<file path="src/hw/rtl/pcf_pkg.sv">
// Shared types, constants and helper functions of the pitch complementary filter.
package pcf_pkg;

  localparam int RawW    = 16;  // raw sensor sample
  localparam int OffW    = 15;  // accelerometer offset register
  localparam int WgtW    = 17;  // blend weight register
  localparam int GainW   = 20;  // bias gain register
  localparam int CfgW    = 20;  // configuration data, widest register
  localparam int CfgIdxW = 4;   // configuration register index
  localparam int VecW    = 21;  // offset-corrected accelerometer value, tenths of LSB
  localparam int CordW   = 24;  // CORDIC vector components
  localparam int AngW    = 28;  // angles, Q.24 radians
  localparam int MulAW   = 35;  // signed operand of the shared multiplier
  localparam int MulBW   = 24;  // unsigned operand of the shared multiplier
  localparam int MulPW   = 60;  // full product
  localparam int MulLoW  = 17;  // low slice of the signed operand
  localparam int MulPartW = MulAW - MulLoW + MulBW + 1;  // one partial product
  localparam int EstW    = 32;  // pitch and bias estimates
  localparam int OutW    = 16;  // output pitch, Q3.13
  localparam int AtanLen = 24;

  localparam logic signed [AngW-1:0] AngPi = 28'sd52707179;
  localparam logic [MulBW-1:0] GyroStepK = 24'd6108398;
  localparam logic [WgtW-1:0] WeightOne = 17'd65536;

  localparam logic signed [AngW-1:0] AtanQ24 [AtanLen] = '{
    28'sd13176795, 28'sd7778716, 28'sd4110060, 28'sd2086331,
    28'sd1047214,  28'sd524117,  28'sd262123,  28'sd131069,
    28'sd65536,    28'sd32768,   28'sd16384,   28'sd8192,
    28'sd4096,     28'sd2048,    28'sd1024,    28'sd512,
    28'sd256,      28'sd128,     28'sd64,      28'sd32,
    28'sd16,       28'sd8,       28'sd4,       28'sd2
  };

  typedef enum logic [CfgIdxW-1:0] {
    CFG_ACC_Y_OFF = 4'd0,
    CFG_ACC_Z_OFF = 4'd1,
    CFG_BLEND_WGT = 4'd2,
    CFG_BIAS_GAIN = 4'd3
  } cfg_idx_e;

  typedef enum logic [2:0] {
    S_IDLE,
    S_WAIT,
    S_ERR,
    S_BIAS,
    S_BLEND,
    S_DONE
  } seq_state_e;

  typedef enum logic {
    CORD_IDLE,
    CORD_RUN
  } cord_state_e;

  typedef enum logic [1:0] {
    MUL_IDLE,
    MUL_LO,
    MUL_HI,
    MUL_ACC
  } mul_phase_e;

  typedef struct packed {
    logic                    start;
    logic signed [MulAW-1:0] a;
    logic [MulBW-1:0]        b;
  } mul_req_t;

  typedef struct packed {
    logic                    done;
    logic signed [MulPW-1:0] prod;
  } mul_rsp_t;

  // Clamp to the 32 bit signed range.
  function automatic logic signed [EstW-1:0] sat32(input logic signed [47:0] v);
    logic signed [47:0] hi;
    logic signed [47:0] lo;
    hi = 48'sd2147483647;
    lo = -48'sd2147483648;
    if (v > hi) begin
      return hi[EstW-1:0];
    end else if (v < lo) begin
      return lo[EstW-1:0];
    end
    return v[EstW-1:0];
  endfunction

  // Clamp to the 16 bit signed output range.
  function automatic logic signed [OutW-1:0] sat16(input logic signed [21:0] v);
    logic signed [21:0] hi;
    logic signed [21:0] lo;
    hi = 22'sd32767;
    lo = -22'sd32768;
    if (v > hi) begin
      return hi[OutW-1:0];
    end else if (v < lo) begin
      return lo[OutW-1:0];
    end
    return v[OutW-1:0];
  endfunction

endpackage

</file>
<file path="src/hw/rtl/pcf_if.sv">
// Handshake channels for IMU sample words and pitch result words.
interface pcf_in_if;
  logic                              valid;
  logic                              ready;
  logic signed [pcf_pkg::RawW-1:0]   acc_y_raw;
  logic signed [pcf_pkg::RawW-1:0]   acc_z_raw;
  logic signed [pcf_pkg::RawW-1:0]   gyro_x_raw;

  modport source (output valid, acc_y_raw, acc_z_raw, gyro_x_raw, input ready);
  modport sink (input valid, acc_y_raw, acc_z_raw, gyro_x_raw, output ready);
endinterface

interface pcf_out_if;
  logic                              valid;
  logic                              ready;
  logic signed [pcf_pkg::OutW-1:0]   pitch_angle;

  modport source (output valid, pitch_angle, input ready);
  modport sink (input valid, pitch_angle, output ready);
endinterface

</file>
<file path="src/hw/rtl/pcf_cordic.sv">
// Iterative vectoring CORDIC that returns atan2(y, x) in Q.24 radians.
module pcf_cordic #(
  parameter int unsigned STEPS = 16
) (
  input  logic                                clk_i,
  input  logic                                rst_ni,
  input  logic                                start_i,
  input  logic signed [pcf_pkg::VecW-1:0]     y_i,
  input  logic signed [pcf_pkg::VecW-1:0]     x_i,
  output logic                                done_o,
  output logic signed [pcf_pkg::AngW-1:0]     angle_o
);

  localparam int IterW = (STEPS > 1) ? $clog2(STEPS) : 1;
  localparam int TabW  = $clog2(pcf_pkg::AtanLen);
  localparam logic [IterW-1:0] LastIter = IterW'(STEPS - 1);

  pcf_pkg::cord_state_e state_q, state_d;
  logic [IterW-1:0] iter_q;
  logic signed [pcf_pkg::CordW-1:0] x_q, y_q, x_ext, y_ext, dx, dy;
  logic signed [pcf_pkg::AngW-1:0]  ang_q, atan_val;
  logic done_q;
  logic zero_vec;

  assign x_ext    = pcf_pkg::CordW'(x_i);
  assign y_ext    = pcf_pkg::CordW'(y_i);
  assign zero_vec = (x_i == '0) && (y_i == '0);
  assign dx       = y_q >>> iter_q;
  assign dy       = x_q >>> iter_q;
  assign atan_val = pcf_pkg::AtanQ24[TabW'(iter_q)];

  always_comb begin
    state_d = state_q;
    case (state_q)
      pcf_pkg::CORD_IDLE: begin
        if (start_i && !zero_vec) begin
          state_d = pcf_pkg::CORD_RUN;
        end
      end
      pcf_pkg::CORD_RUN: begin
        if (iter_q == LastIter) begin
          state_d = pcf_pkg::CORD_IDLE;
        end
      end
      default: state_d = pcf_pkg::CORD_IDLE;
    endcase
  end

  always_ff @(posedge clk_i or negedge rst_ni) begin
    if (!rst_ni) begin
      state_q <= pcf_pkg::CORD_IDLE;
      iter_q  <= '0;
      done_q  <= 1'b0;
    end else begin
      state_q <= state_d;
      done_q  <= 1'b0;
      if (state_q == pcf_pkg::CORD_IDLE) begin
        iter_q <= '0;
        if (start_i && zero_vec) begin
          done_q <= 1'b1;
        end
      end else begin
        iter_q <= iter_q + 1'b1;
        if (iter_q == LastIter) begin
          done_q <= 1'b1;
        end
      end
    end
  end

  always_ff @(posedge clk_i) begin
    if (state_q == pcf_pkg::CORD_IDLE) begin
      if (start_i) begin
        if (zero_vec) begin
          x_q   <= '0;
          y_q   <= '0;
          ang_q <= '0;
        end else if (x_i < 0) begin
          // Turn the vector by pi so that it lies in the right half plane.
          x_q   <= -x_ext;
          y_q   <= -y_ext;
          ang_q <= (y_i >= 0) ? pcf_pkg::AngPi : -pcf_pkg::AngPi;
        end else begin
          x_q   <= x_ext;
          y_q   <= y_ext;
          ang_q <= '0;
        end
      end
    end else if (y_q > 0) begin
      x_q   <= x_q + dx;
      y_q   <= y_q - dy;
      ang_q <= ang_q + atan_val;
    end else begin
      x_q   <= x_q - dx;
      y_q   <= y_q + dy;
      ang_q <= ang_q - atan_val;
    end
  end

  assign done_o  = done_q;
  assign angle_o = ang_q;

endmodule

</file>
<file path="src/hw/rtl/pcf_mul.sv">
// Shared multiplier: signed 35 bit times unsigned 24 bit in two partial products.
module pcf_mul (
  input  logic              clk_i,
  input  logic              rst_ni,
  input  pcf_pkg::mul_req_t req_i,
  output pcf_pkg::mul_rsp_t rsp_o
);

  pcf_pkg::mul_phase_e phase_q, phase_d;
  logic signed [pcf_pkg::MulAW-1:0]    a_q;
  logic [pcf_pkg::MulBW-1:0]           b_q;
  logic signed [pcf_pkg::MulPartW-1:0] part_q, part_d;
  logic signed [pcf_pkg::MulPW-1:0]    acc_q;
  logic signed [pcf_pkg::MulBW:0]      b_s;
  logic signed [pcf_pkg::MulLoW:0]     a_lo;
  logic signed [pcf_pkg::MulAW-pcf_pkg::MulLoW-1:0] a_hi;
  logic done_q;

  assign b_s  = $signed({1'b0, b_q});
  assign a_lo = $signed({1'b0, a_q[pcf_pkg::MulLoW-1:0]});
  assign a_hi = a_q[pcf_pkg::MulAW-1:pcf_pkg::MulLoW];

  always_comb begin
    phase_d = phase_q;
    part_d  = part_q;
    case (phase_q)
      pcf_pkg::MUL_IDLE: begin
        if (req_i.start) begin
          phase_d = pcf_pkg::MUL_LO;
        end
      end
      pcf_pkg::MUL_LO: begin
        part_d  = pcf_pkg::MulPartW'(a_lo * b_s);
        phase_d = pcf_pkg::MUL_HI;
      end
      pcf_pkg::MUL_HI: begin
        part_d  = pcf_pkg::MulPartW'(a_hi * b_s);
        phase_d = pcf_pkg::MUL_ACC;
      end
      pcf_pkg::MUL_ACC: phase_d = pcf_pkg::MUL_IDLE;
      default: phase_d = pcf_pkg::MUL_IDLE;
    endcase
  end

  always_ff @(posedge clk_i or negedge rst_ni) begin
    if (!rst_ni) begin
      phase_q <= pcf_pkg::MUL_IDLE;
      done_q  <= 1'b0;
    end else begin
      phase_q <= phase_d;
      done_q  <= (phase_q == pcf_pkg::MUL_ACC);
    end
  end

  always_ff @(posedge clk_i) begin
    part_q <= part_d;
    if (phase_q == pcf_pkg::MUL_IDLE && req_i.start) begin
      a_q <= req_i.a;
      b_q <= req_i.b;
    end
    if (phase_q == pcf_pkg::MUL_HI) begin
      acc_q <= pcf_pkg::MulPW'(part_q);
    end else if (phase_q == pcf_pkg::MUL_ACC) begin
      acc_q <= acc_q + (pcf_pkg::MulPW'(part_q) <<< pcf_pkg::MulLoW);
    end
  end

  assign rsp_o.done = done_q;
  assign rsp_o.prod = acc_q;

endmodule

</file>
<file path="src/hw/rtl/pitch_complementary_filter.sv">
// Pitch complementary filter: latency from an accepted sample word to a valid
// pitch word is set by the iterative CORDIC, overlapped by the first of three
// passes through the shared multiplier, and the two passes after it. Words are
// taken one at a time. A zero accelerometer vector skips the CORDIC iterations.
// Reset clears the pitch and gyro bias estimates to zero and loads the default
// offsets, blend weight and bias gain.
module pitch_complementary_filter #(
  parameter int unsigned CORDIC_STEPS = 16
) (
  input  logic                          clk_i,
  input  logic                          rst_ni,
  input  logic                          cfg_we_i,
  input  logic [pcf_pkg::CfgIdxW-1:0]   cfg_idx_i,
  input  logic [pcf_pkg::CfgW-1:0]      cfg_data_i,
  pcf_in_if.sink                        in_i,
  pcf_out_if.source                     out_o
);

  // Configuration registers.
  logic signed [pcf_pkg::OffW-1:0] acc_y_off_q, acc_z_off_q;
  logic [pcf_pkg::WgtW-1:0]        blend_wgt_q;
  logic [pcf_pkg::GainW-1:0]       bias_gain_q;

  // Filter state.
  logic signed [pcf_pkg::EstW-1:0] pitch_q, bias_q;

  // Sequencer and working registers.
  pcf_pkg::seq_state_e state_q, state_d;
  logic cord_ok_q, rate_ok_q;
  logic signed [pcf_pkg::EstW-1:0] pred_q, bias_new_q, pitch_new_q;
  logic signed [pcf_pkg::EstW:0]   err_q;
  logic out_valid_q;
  logic signed [pcf_pkg::OutW-1:0] out_pitch_q;

  logic accept;
  logic commit;
  logic cord_done;
  logic signed [pcf_pkg::AngW-1:0] cord_ang;
  pcf_pkg::mul_req_t mul_req;
  pcf_pkg::mul_rsp_t mul_rsp;

  // Offset-corrected accelerometer values in tenths of LSB: 10 * raw - offset.
  logic signed [pcf_pkg::VecW-1:0] acc_y_ext, acc_z_ext, vec_y, vec_z;
  assign acc_y_ext = pcf_pkg::VecW'(in_i.acc_y_raw);
  assign acc_z_ext = pcf_pkg::VecW'(in_i.acc_z_raw);
  assign vec_y = (acc_y_ext <<< 3) + (acc_y_ext <<< 1) - pcf_pkg::VecW'(acc_y_off_q);
  assign vec_z = (acc_z_ext <<< 3) + (acc_z_ext <<< 1) - pcf_pkg::VecW'(acc_z_off_q);

  // Gyro rate less bias, Q16.16 gyro LSB.
  logic signed [pcf_pkg::MulAW-1:0] rate;
  assign rate = pcf_pkg::MulAW'($signed({in_i.gyro_x_raw, 16'h0000}))
              - pcf_pkg::MulAW'(bias_q);

  // Rounded scaling of the multiplier product (add half, then floor).
  logic signed [pcf_pkg::MulPW-1:0] prod_r32, prod_r24, prod_r16;
  assign prod_r32 = mul_rsp.prod + (pcf_pkg::MulPW'(1) <<< 31);
  assign prod_r24 = mul_rsp.prod + (pcf_pkg::MulPW'(1) <<< 23);
  assign prod_r16 = mul_rsp.prod + (pcf_pkg::MulPW'(1) <<< 15);

  logic signed [27:0] gyro_inc;
  logic signed [35:0] bias_step;
  logic signed [43:0] blend_step;
  assign gyro_inc   = prod_r32[59:32];
  assign bias_step  = prod_r24[59:24];
  assign blend_step = prod_r16[59:16];

  logic signed [47:0] pred_sum, bias_sum, pitch_sum;
  assign pred_sum  = 48'(pitch_q) + 48'(gyro_inc);
  assign bias_sum  = 48'(bias_q) - 48'(bias_step);
  assign pitch_sum = 48'(pred_q) + 48'(blend_step);

  // Error between the observed (minus the CORDIC angle) and predicted pitch.
  logic signed [pcf_pkg::EstW:0] err;
  assign err = -(pcf_pkg::EstW+1)'(cord_ang) - (pcf_pkg::EstW+1)'(pred_q);

  // The blend weight is capped at one.
  logic [pcf_pkg::WgtW-1:0] blend_cap;
  assign blend_cap = (blend_wgt_q > pcf_pkg::WeightOne) ? pcf_pkg::WeightOne : blend_wgt_q;

  // Output rounding to Q3.13.
  logic signed [21:0] out_round;
  assign out_round = 22'((33'(pitch_new_q) + 33'sd1024) >>> 11);

  assign accept = in_i.valid && in_i.ready;

  // Sequencer: the CORDIC and the rate product run side by side; the bias and
  // blend products follow one after the other on the shared multiplier.
  always_comb begin
    state_d       = state_q;
    in_i.ready    = 1'b0;
    commit        = 1'b0;
    mul_req.start = 1'b0;
    mul_req.a     = rate;
    mul_req.b     = pcf_pkg::GyroStepK;
    case (state_q)
      pcf_pkg::S_IDLE: begin
        in_i.ready = 1'b1;
        if (in_i.valid) begin
          mul_req.start = 1'b1;
          state_d       = pcf_pkg::S_WAIT;
        end
      end
      pcf_pkg::S_WAIT: begin
        if ((cord_ok_q || cord_done) && rate_ok_q) begin
          state_d = pcf_pkg::S_ERR;
        end
      end
      pcf_pkg::S_ERR: begin
        mul_req.start = 1'b1;
        mul_req.a     = pcf_pkg::MulAW'(err);
        mul_req.b     = pcf_pkg::MulBW'(bias_gain_q);
        state_d       = pcf_pkg::S_BIAS;
      end
      pcf_pkg::S_BIAS: begin
        mul_req.a = pcf_pkg::MulAW'(err_q);
        mul_req.b = pcf_pkg::MulBW'(blend_cap);
        if (mul_rsp.done) begin
          mul_req.start = 1'b1;
          state_d       = pcf_pkg::S_BLEND;
        end
      end
      pcf_pkg::S_BLEND: begin
        if (mul_rsp.done) begin
          state_d = pcf_pkg::S_DONE;
        end
      end
      pcf_pkg::S_DONE: begin
        // Wait until the output register is free, then update the state.
        if (!out_valid_q || out_o.ready) begin
          commit  = 1'b1;
          state_d = pcf_pkg::S_IDLE;
        end
      end
      default: state_d = pcf_pkg::S_IDLE;
    endcase
  end

  always_ff @(posedge clk_i or negedge rst_ni) begin
    if (!rst_ni) begin
      state_q     <= pcf_pkg::S_IDLE;
      cord_ok_q   <= 1'b0;
      rate_ok_q   <= 1'b0;
      out_valid_q <= 1'b0;
      pitch_q     <= '0;
      bias_q      <= '0;
      acc_y_off_q <= 15'sd378;
      acc_z_off_q <= -15'sd572;
      blend_wgt_q <= 17'd3277;
      bias_gain_q <= 20'd11796;
    end else begin
      state_q <= state_d;
      if (accept) begin
        cord_ok_q <= 1'b0;
        rate_ok_q <= 1'b0;
      end else if (state_q == pcf_pkg::S_WAIT) begin
        if (cord_done) begin
          cord_ok_q <= 1'b1;
        end
        if (mul_rsp.done) begin
          rate_ok_q <= 1'b1;
        end
      end
      if (commit) begin
        out_valid_q <= 1'b1;
        pitch_q     <= pitch_new_q;
        bias_q      <= bias_new_q;
      end else if (out_o.ready) begin
        out_valid_q <= 1'b0;
      end
      if (cfg_we_i) begin
        case (cfg_idx_i)
          pcf_pkg::CFG_ACC_Y_OFF: acc_y_off_q <= cfg_data_i[pcf_pkg::OffW-1:0];
          pcf_pkg::CFG_ACC_Z_OFF: acc_z_off_q <= cfg_data_i[pcf_pkg::OffW-1:0];
          pcf_pkg::CFG_BLEND_WGT: blend_wgt_q <= cfg_data_i[pcf_pkg::WgtW-1:0];
          pcf_pkg::CFG_BIAS_GAIN: bias_gain_q <= cfg_data_i[pcf_pkg::GainW-1:0];
          default: ;
        endcase
      end
    end
  end

  // Working registers; no reset needed.
  always_ff @(posedge clk_i) begin
    if (state_q == pcf_pkg::S_WAIT && state_d == pcf_pkg::S_ERR) begin
      pred_q <= pcf_pkg::sat32(pred_sum);
    end
    if (state_q == pcf_pkg::S_ERR) begin
      err_q <= err;
    end
    if (state_q == pcf_pkg::S_BIAS && mul_rsp.done) begin
      bias_new_q <= pcf_pkg::sat32(bias_sum);
    end
    if (state_q == pcf_pkg::S_BLEND && mul_rsp.done) begin
      pitch_new_q <= pcf_pkg::sat32(pitch_sum);
    end
    if (commit) begin
      out_pitch_q <= pcf_pkg::sat16(out_round);
    end
  end

  assign out_o.valid       = out_valid_q;
  assign out_o.pitch_angle = out_pitch_q;

  pcf_cordic #(
    .STEPS (CORDIC_STEPS)
  ) u_cordic (
    .clk_i   (clk_i),
    .rst_ni  (rst_ni),
    .start_i (accept),
    .y_i     (vec_y),
    .x_i     (vec_z),
    .done_o  (cord_done),
    .angle_o (cord_ang)
  );

  pcf_mul u_mul (
    .clk_i  (clk_i),
    .rst_ni (rst_ni),
    .req_i  (mul_req),
    .rsp_o  (mul_rsp)
  );

  // The CORDIC finishes only while the sequencer waits for it.
  a_cord_done_in_wait: assert property (@(posedge clk_i) disable iff (!rst_ni)
    cord_done |-> state_q == pcf_pkg::S_WAIT)
    else $error("CORDIC result outside of the wait state");

  // Multiplier results arrive only in states that consume them.
  a_mul_done_used: assert property (@(posedge clk_i) disable iff (!rst_ni)
    mul_rsp.done |-> (state_q == pcf_pkg::S_WAIT || state_q == pcf_pkg::S_BIAS ||
                      state_q == pcf_pkg::S_BLEND))
    else $error("multiplier result dropped");

  // A commit in the final state of an item presents a result word, with the sequencer back in idle.
  a_out_from_done: assert property (@(posedge clk_i) disable iff (!rst_ni)
    commit |=> out_valid_q && state_q == pcf_pkg::S_IDLE)
    else $error("result word not presented after commit");

  // Both the angle and the rate product are in when the error is formed.
  a_operands_in: assert property (@(posedge clk_i) disable iff (!rst_ni)
    state_q == pcf_pkg::S_ERR |-> cord_ok_q && rate_ok_q)
    else $error("error formed before its operands");

endmodule

</file>
<file path="src/flat_wrapper.sv">
// flat-port wrapper written by rule: the top's interface ports become plain ports
module pitch_complementary_filter_flat 
#(
  parameter int unsigned CORDIC_STEPS = 16
)
  (clk_i, rst_ni, cfg_we_i, cfg_idx_i, cfg_data_i, in_i_valid, in_i_acc_y_raw, in_i_acc_z_raw, in_i_gyro_x_raw, in_i_ready, out_o_valid, out_o_pitch_angle, out_o_ready);
  pcf_in_if in_i_i ();
  pcf_out_if out_o_i ();
  input  logic clk_i;
  input  logic rst_ni;
  input  logic cfg_we_i;
  input  logic [pcf_pkg::CfgIdxW-1:0] cfg_idx_i;
  input  logic [pcf_pkg::CfgW-1:0] cfg_data_i;
  input wire logic [$bits(in_i_i.valid)-1:0] in_i_valid;
  input wire logic [$bits(in_i_i.acc_y_raw)-1:0] in_i_acc_y_raw;
  input wire logic [$bits(in_i_i.acc_z_raw)-1:0] in_i_acc_z_raw;
  input wire logic [$bits(in_i_i.gyro_x_raw)-1:0] in_i_gyro_x_raw;
  output wire logic [$bits(in_i_i.ready)-1:0] in_i_ready;
  output wire logic [$bits(out_o_i.valid)-1:0] out_o_valid;
  output wire logic [$bits(out_o_i.pitch_angle)-1:0] out_o_pitch_angle;
  input wire logic [$bits(out_o_i.ready)-1:0] out_o_ready;
  assign in_i_i.valid = in_i_valid;
  assign in_i_i.acc_y_raw = in_i_acc_y_raw;
  assign in_i_i.acc_z_raw = in_i_acc_z_raw;
  assign in_i_i.gyro_x_raw = in_i_gyro_x_raw;
  assign in_i_ready = in_i_i.ready;
  assign out_o_valid = out_o_i.valid;
  assign out_o_pitch_angle = out_o_i.pitch_angle;
  assign out_o_i.ready = out_o_ready;
  pitch_complementary_filter #(.CORDIC_STEPS(CORDIC_STEPS)) u_core (.clk_i(clk_i), .rst_ni(rst_ni), .cfg_we_i(cfg_we_i), .cfg_idx_i(cfg_idx_i), .cfg_data_i(cfg_data_i), .in_i(in_i_i), .out_o(out_o_i));
endmodule
</file>
<file path="config.mk">
export PLATFORM = sky130hd
export DESIGN_NAME = pitch_complementary_filter_flat
export DESIGN_NICKNAME = d
export VERILOG_FILES = /design/src/hw/rtl/pcf_pkg.sv /design/src/hw/rtl/pcf_if.sv /design/src/hw/rtl/pcf_cordic.sv /design/src/hw/rtl/pcf_mul.sv /design/src/hw/rtl/pitch_complementary_filter.sv /design/src/flat_wrapper.sv
export SDC_FILE = /design/constraint.sdc
export NUM_CORES = 2
export LEC_CHECK = 0
export ABC_AREA = 1
export BUFFER_PORTS_ARGS = -buffer_cell sky130_fd_sc_hd__buf_4
export CORE_AREA = 4 4 416 418
export CTS_BUF_LIST = sky130_fd_sc_hd__clkbuf_8 sky130_fd_sc_hd__clkbuf_16
export CTS_CLUSTER_SIZE = 10
export DETAILED_ROUTE_END_ITERATION = 16
export DIE_AREA = 0 0 420 422
export SYNTH_ARGS = -nofsm -noshare
export SYNTH_HDL_FRONTEND = slang
export SYNTH_SLANG_ARGS = --single-unit
</file>
<file path="constraint.sdc">
create_clock -name clk_i -period 7.75 [get_ports clk_i]
set_clock_uncertainty 0.15 [all_clocks]
set_input_delay 1.1625 -clock clk_i [delete_from_list [all_inputs] [get_ports clk_i]]
set_output_delay 1.1625 -clock clk_i [all_outputs]
set_load 0.05 [all_outputs]
</file>
==> After elaboration in Yosys (flattened, before gate mapping) <==
Memories as Yosys holds them, arrays and structs flattened.
Index checks and enable logic that the tools add are counted.
Widths: inputs -> output; s select.
{ "word_totals": {"memories": 1, "out_inout_bits": 18, "mem_bits_ro": 896, "word_cells": 192, "reg_bits": 529, "inputBits": 77} }
{ "op_classes": {"order_cmp": 13, "mul": 2, "n_mux": 76, "n_eq_ne": 14, "shifts": 2, "n_bitwise": 2, "n_reduce_logical": 31, "n_addsub": 24} }
{ "mem_list": {"columns": ["name", "depth", "width", "read_ports", "rd_clocked_by_memory_dff", "wr", "line_no", "text"], "rows": [
  ["(name not given)", 32, 28, 1, 0, 0, "pcf_cordic.sv:30", "assign atan_val = pcf_pkg::AtanQ24[TabW'(iter_q)];"]
]} }
{ "op_table": {"columns": ["operator", "n"], "rows": [
  ["$mux 32", 9],
  ["$mux 24", 10],
  ["$mux 28", 8],
  ["$gt 48x32->1 const B", 3],
  ["$lt 48x32->1 const B", 3],
  ["$mux 60", 2],
  ["$pmux 59 s2", 1],
  ["$pmux 43 s2", 1],
  ["$add 60x17->60 const B", 1],
  ["$add 60x25->60 const B", 1],
  ["$add 60x33->60 const B", 1],
  ["$add 60x60->60", 1],
  ["$add 24x24->24", 2],
  ["$mux 16", 3],
  ["$neg 21->24", 2],
  ["$sshr 24x4->24", 2],
  ["$sub 24x24->24", 2],
  ["$add 32x44->45", 1],
  ["$mul 18x25->43", 1],
  ["$logic_not 21->1", 2],
  ["$sub 20x15->21", 2],
  ["$mul 17x24->41", 1],
  ["$add 19x17->20", 2],
  ["$sub 32x36->37", 1],
  ["43 further kinds", 102]
]} }

==> Logic depth before layout (Yosys ltp) <==
{ "depth": {"depth_word": 8, "depth_mapped": 32, "depth_no_buf": 30} }

==> Hierarchy <==
Synthesis repeated with hierarchy kept, for this count alone.
{ "hier_totals": {"cells_unflattened": 11150, "area_unflattened_um2": 78415.2} }
{ "by_module_without_submodules": {"columns": ["mod", "area_each_um2", "instances", "cells_each", "seq_area_each_um2"], "rows": [
  ["pcf_mul", 38695.9, 1, 5221, 4939.7],
  ["pitch_complementary_filter", 27654.0, 1, 4047, 7817.5],
  ["pcf_cordic", 12065.3, 1, 1882, 2432.3]
]} }

==> Least setup slack after synthesis <==
No wires, ideal clock.
{ "synth_timing": {"kind": "register to register", "start": "reg u_core.u_mul.b_q[7] (netlist bit)", "end": "reg u_core.u_mul.part_q[28] (netlist bit) (data pin)", "path_slack_ns": 1.692, "n_path_buf": 2, "period_less_slack_ns": 6.058, "t_arrival_ns": 5.650, "t_required_ns": 7.342, "stages_incl_launch_ff": 27, "setup_time_ns": 0.258, "cell_sequence": "edfxtp_1 -> clkbuf_1 -> clkbuf_1 -> nand2_1 -> fa_1 -> inv_1 -> fa_1 -> inv_1 -> fa_1 -> inv_1 -> fa_1 -> fa_1 -> inv_1 -> fa_1 -> inv_1 -> ha_1 -> a21oi_1 -> o21a_1 -> nand2_1 -> nor2_1 -> inv_1 -> a21oi_1 -> inv_1 -> a21oi_1 -> xnor2_1 -> nand2_1 -> nand2_1"} }
{ "synth_between": {"elab_chain_len": 2, "word_cells_on_any_way": 3, "classes_between": "mul: 2; mux: 1"} }
{ "synth_rtl": {"columns": ["element", "line_no", "text"], "rows": [
  ["from (decl)", "pcf_mul.sv:11", "logic [pcf_pkg::MulBW-1:0] b_q;"],
  ["from (signal assigned)", "pcf_mul.sv:59", "b_q <= req_i.b;"],
  ["$mul 18x25->43 or $mul 17x24->41 (tied branches)", "pcf_mul.sv:37, pcf_mul.sv:33", null],
  ["$pmux 43 s2 *", "pcf_mul.sv:26", "case (phase_q)"],
  ["named net u_core.u_mul.part_d (one bit)", "pcf_mul.sv:12", "logic signed [pcf_pkg::MulPartW-1:0] part_q, part_d;"],
  ["to (signal assigned)", "pcf_mul.sv:56", "part_q <= part_d;"],
  ["to (decl)", "pcf_mul.sv:12", null]
]} }
The timed path passes the listed nets; every way through them passes the cells marked *.
A chain may end at the register's enable or synchronous reset.

==> Worst setup path after layout <==
{ "layout_timing": {"start": "reg u_core.u_mul.b_q[9] (netlist bit)", "end": "reg u_core.u_mul.part_q[24] (netlist bit) (data pin)"} }
The elaborated chain is that of the path after synthesis.

==> reports/results.txt <==
Vias per std cell -> 5.45
Post-CTS Hold Fix Bufs -> 0
Clock Latency Late Sink -> 710 ps
DR DRC count -> 0
Synth Area per Inst -> 7.06 µm²
Pre-CTS WS -> 314 ps
Worst Hold Class -> flip-flop to flip-flop
Max Buffers Root-to-Sink -> 3
Period utilization -> 98.1%
R2R Path End -> u_core.u_mul.part_q[24]$_DFFE_PP_
Kind of critical path -> flip-flop to flip-flop
Port Buffer Count -> 94
Routability Congestion -> 1.04
Max cap viols -> 0
Final wirelength -> 281000 µm
Fraction of registers with async set/reset -> 28.7%
Layout Cell Area excl Fill -> 81300 µm²
Critical Path Source -> u_core.u_mul.b_q[9]$_DFFE_PP_
Max H-tree Level -> 3
Mapped Nets -> 12100
Root Buffer -> clkbuf_16
Reg2Reg Depth -> 21
Die extent in y -> 422 µm
Fin crit period -> 7600 ps
Largest net degree at the start of global routing -> 76
Register area share after synthesis -> 19.3%
Num ports -> 95
GRT Resource Usage Total -> 31.5%
Final slew viol count -> 0
Total grt overflow -> 0
Cell area after synthesis -> 75700 µm²
Unique masters post-synth -> 72
Drt pass-1 iters -> 6
Post-DP HPWL -> 233000 µm
Slew margin rel. -> 16.4%
Setup TNS -> 0 ps
Num Clock Sinks -> 509
Worst Tran Pin Value -> 1220 ps
Clock transition at path regs -> 60 ps
Vias in the first global route -> 69700
RSZ-0062 raised after global routing -> no
Critical Path RT -> 7990 ps
DRT iter0 DRCs -> 6629
Vias -> 70900
Final hold viol count -> 0
Cell area after placement -> 78900 µm²
R2R Path Start -> u_core.u_mul.b_q[9]$_DFFE_PP_
Fin worst setup slack -> 149 ps
Critical Path End -> u_core.u_mul.part_q[24]$_DFFE_PP_
Wire per inst -> 21.6 µm
Chip width -> 420 µm
Nets -> 12100
Hold_sp -> u_core.bias_new_q[11]$_DFFE_PP_
Share of cells above drive strength 1 -> 5.87%
WHS -> 291 ps
Antenna Nets Post-Route -> 0
WP data arrival -> 7840 ps
Worst-path maximum fanout -> 18
Commonest non-fill, non-tap cell in the layout -> nand2_1
CP Capture Type -> flip-flop
Die area -> 177000 µm²
Ys flop type -> edfxtp_1
Fmax achieved -> 0.132 GHz
Initial antenna violation count -> 8
Flop-to-flop setup slack -> 150 ps
Area growth syn-to-layout -> 7.43%
Status -> complete, no violations
Cts bufs inserted -> 73
Startpoint types -> flip-flop
Initial core utilization -> 44.7%
Fillers -> 17300
Placeable Area -> 169000 µm²
First-pass GRT wire length -> 426000 µm
Synth Register Bits -> 509
Row cnt -> 151
Mapped Cells -> 10700
CTS tree -> built
Most frequent cells in the layout -> nand2_1, inv_1, nor2_1, fa_1, ha_1
Final setup viols -> 0
Synth Warn # -> 0
Number of synthesized flops with an enable pin -> 363
-- registers in the layout, indices dropped and copies added, names as in the netlist, 17 cells and up --
register	count
u_core.bias_gain_q	20
u_core.bias_new_q	32
u_core.bias_q	32
u_core.blend_wgt_q	17
u_core.err_q	33
u_core.pitch_new_q	32
u_core.pitch_q	32
u_core.pred_q	32
u_core.u_cordic.angle_o	28
u_core.u_cordic.x_q	24
u_core.u_cordic.y_q	24
u_core.u_mul.a_q	33
u_core.u_mul.acc_q	45
u_core.u_mul.b_q	21
u_core.u_mul.part_q	43
-- synthesized netlist by cell type, types with 22 or more instances --
cell type	instances	area share, %
inv_1	2123	11
o211ai_1	22	0.22
nor3_1	105	0.69
buf_2	35	0.23
dfrtp_1	118	3.9
nand3_1	535	3.5
a31oi_1	57	0.47
nor4_1	38	0.31
inv_2	38	0.19
nor2_2	27	0.22
a21o_1	33	0.33
nand4_1	112	0.93
dfstp_2	28	0.97
o21ai_1	35	0.23
fa_1	656	17
nor2_1	721	3.6
nand2_1	2906	14
xnor2_1	100	1.2
ha_1	646	11
edfxtp_1	363	14
o21ai_0	594	3.9
a21oi_1	576	3.8
or2_2	44	0.36
clkbuf_1	226	1.1
nand2_2	72	0.60
o21bai_1	53	0.53
xor2_1	211	2.4
-- cell type report --
type	count	area, µm²	share of cell area, %
Multi-Input combinational cell	7740	51600	63.5
Clock buffer	78	1900	2.33
Clock inverter	57	458	0.563
Antenna cell	6	15.0	0.0185
Inverter	2168	8150	10.0
Tap cell	2218	2780	3.41
Sequential cell	509	14600	18.0
Timing Repair Buffer	233	1820	2.23
-- how the worst min path moves through the flow --
stage,cells after the start,slack [ps],end
after floorplan,2,280,u_core.pitch_q[0]$_DFFE_PN0P_
after global placement,2,280,u_core.bias_q[11]$_DFFE_PN0P_
after detailed placement,2,280,u_core.pitch_q[3]$_DFFE_PN0P_
after CTS,1,280,u_core.bias_q[19]$_DFFE_PN0P_
after global routing,1,320,u_core.u_cordic.done_o$_DFF_PN0_
final,2,290,u_core.bias_q[11]$_DFFE_PN0P_
-- per-stage QoR --
stage / utilization, % / instances
global placement: 46.6 / 12900
detailed placement: 46.6 / 12900
finish: 48.1 / 13000
floorplan: - / 10700
CTS: 48.0 / 13000
global route: 48.1 / 13000
-- cell families after synthesis --
| kind of cell | count (synthesis) | synth area share, % |
|---|---|---|
| simple gates | 4649 | 25.7 |
| buf+inv | 2473 | 12.6 |
| compound gates | 1466 | 10.6 |
| fa+ha+maj | 1302 | 28.0 |
| flops | 509 | 19.3 |
| xor+xnor | 313 | 3.64 |
| mux | 10 | 0.141 |
-- critical path, cell delays in order (launching register included) --
cell and delay [ps]:
edfxtp_1 1030, buf_4 360, nand2_1 100, fa_1 540, inv_1 50, fa_1 540
inv_1 50, fa_1 500, inv_1 50, fa_1 460, fa_1 550, inv_1 50
fa_1 570, inv_1 50, ha_1 370, a21oi_1 170, inv_1 90, a21oi_1 220
a21boi_1 400, o21ai_1 180, o21ai_0 570, o21ai_0 250
-- metal layers --
layer	vias to the layer above	track usage, %	share of wire, %
met4	8	11.3	4.0
met3	456	5.33	7.7
li1	33700	-	-
met1	34300	44.8	45
met5	-	0	0.022
met2	2541	48.2	43
-- repair_timing --
item,in CTS,in global routing
resized for setup,0,0
buffers inserted,0,4
endpoints found under the setup margin,0,1
Power is left out: the tool's default activity adds up to more than one toggle a clock period on the data nets, which glitch-free logic cannot reach.
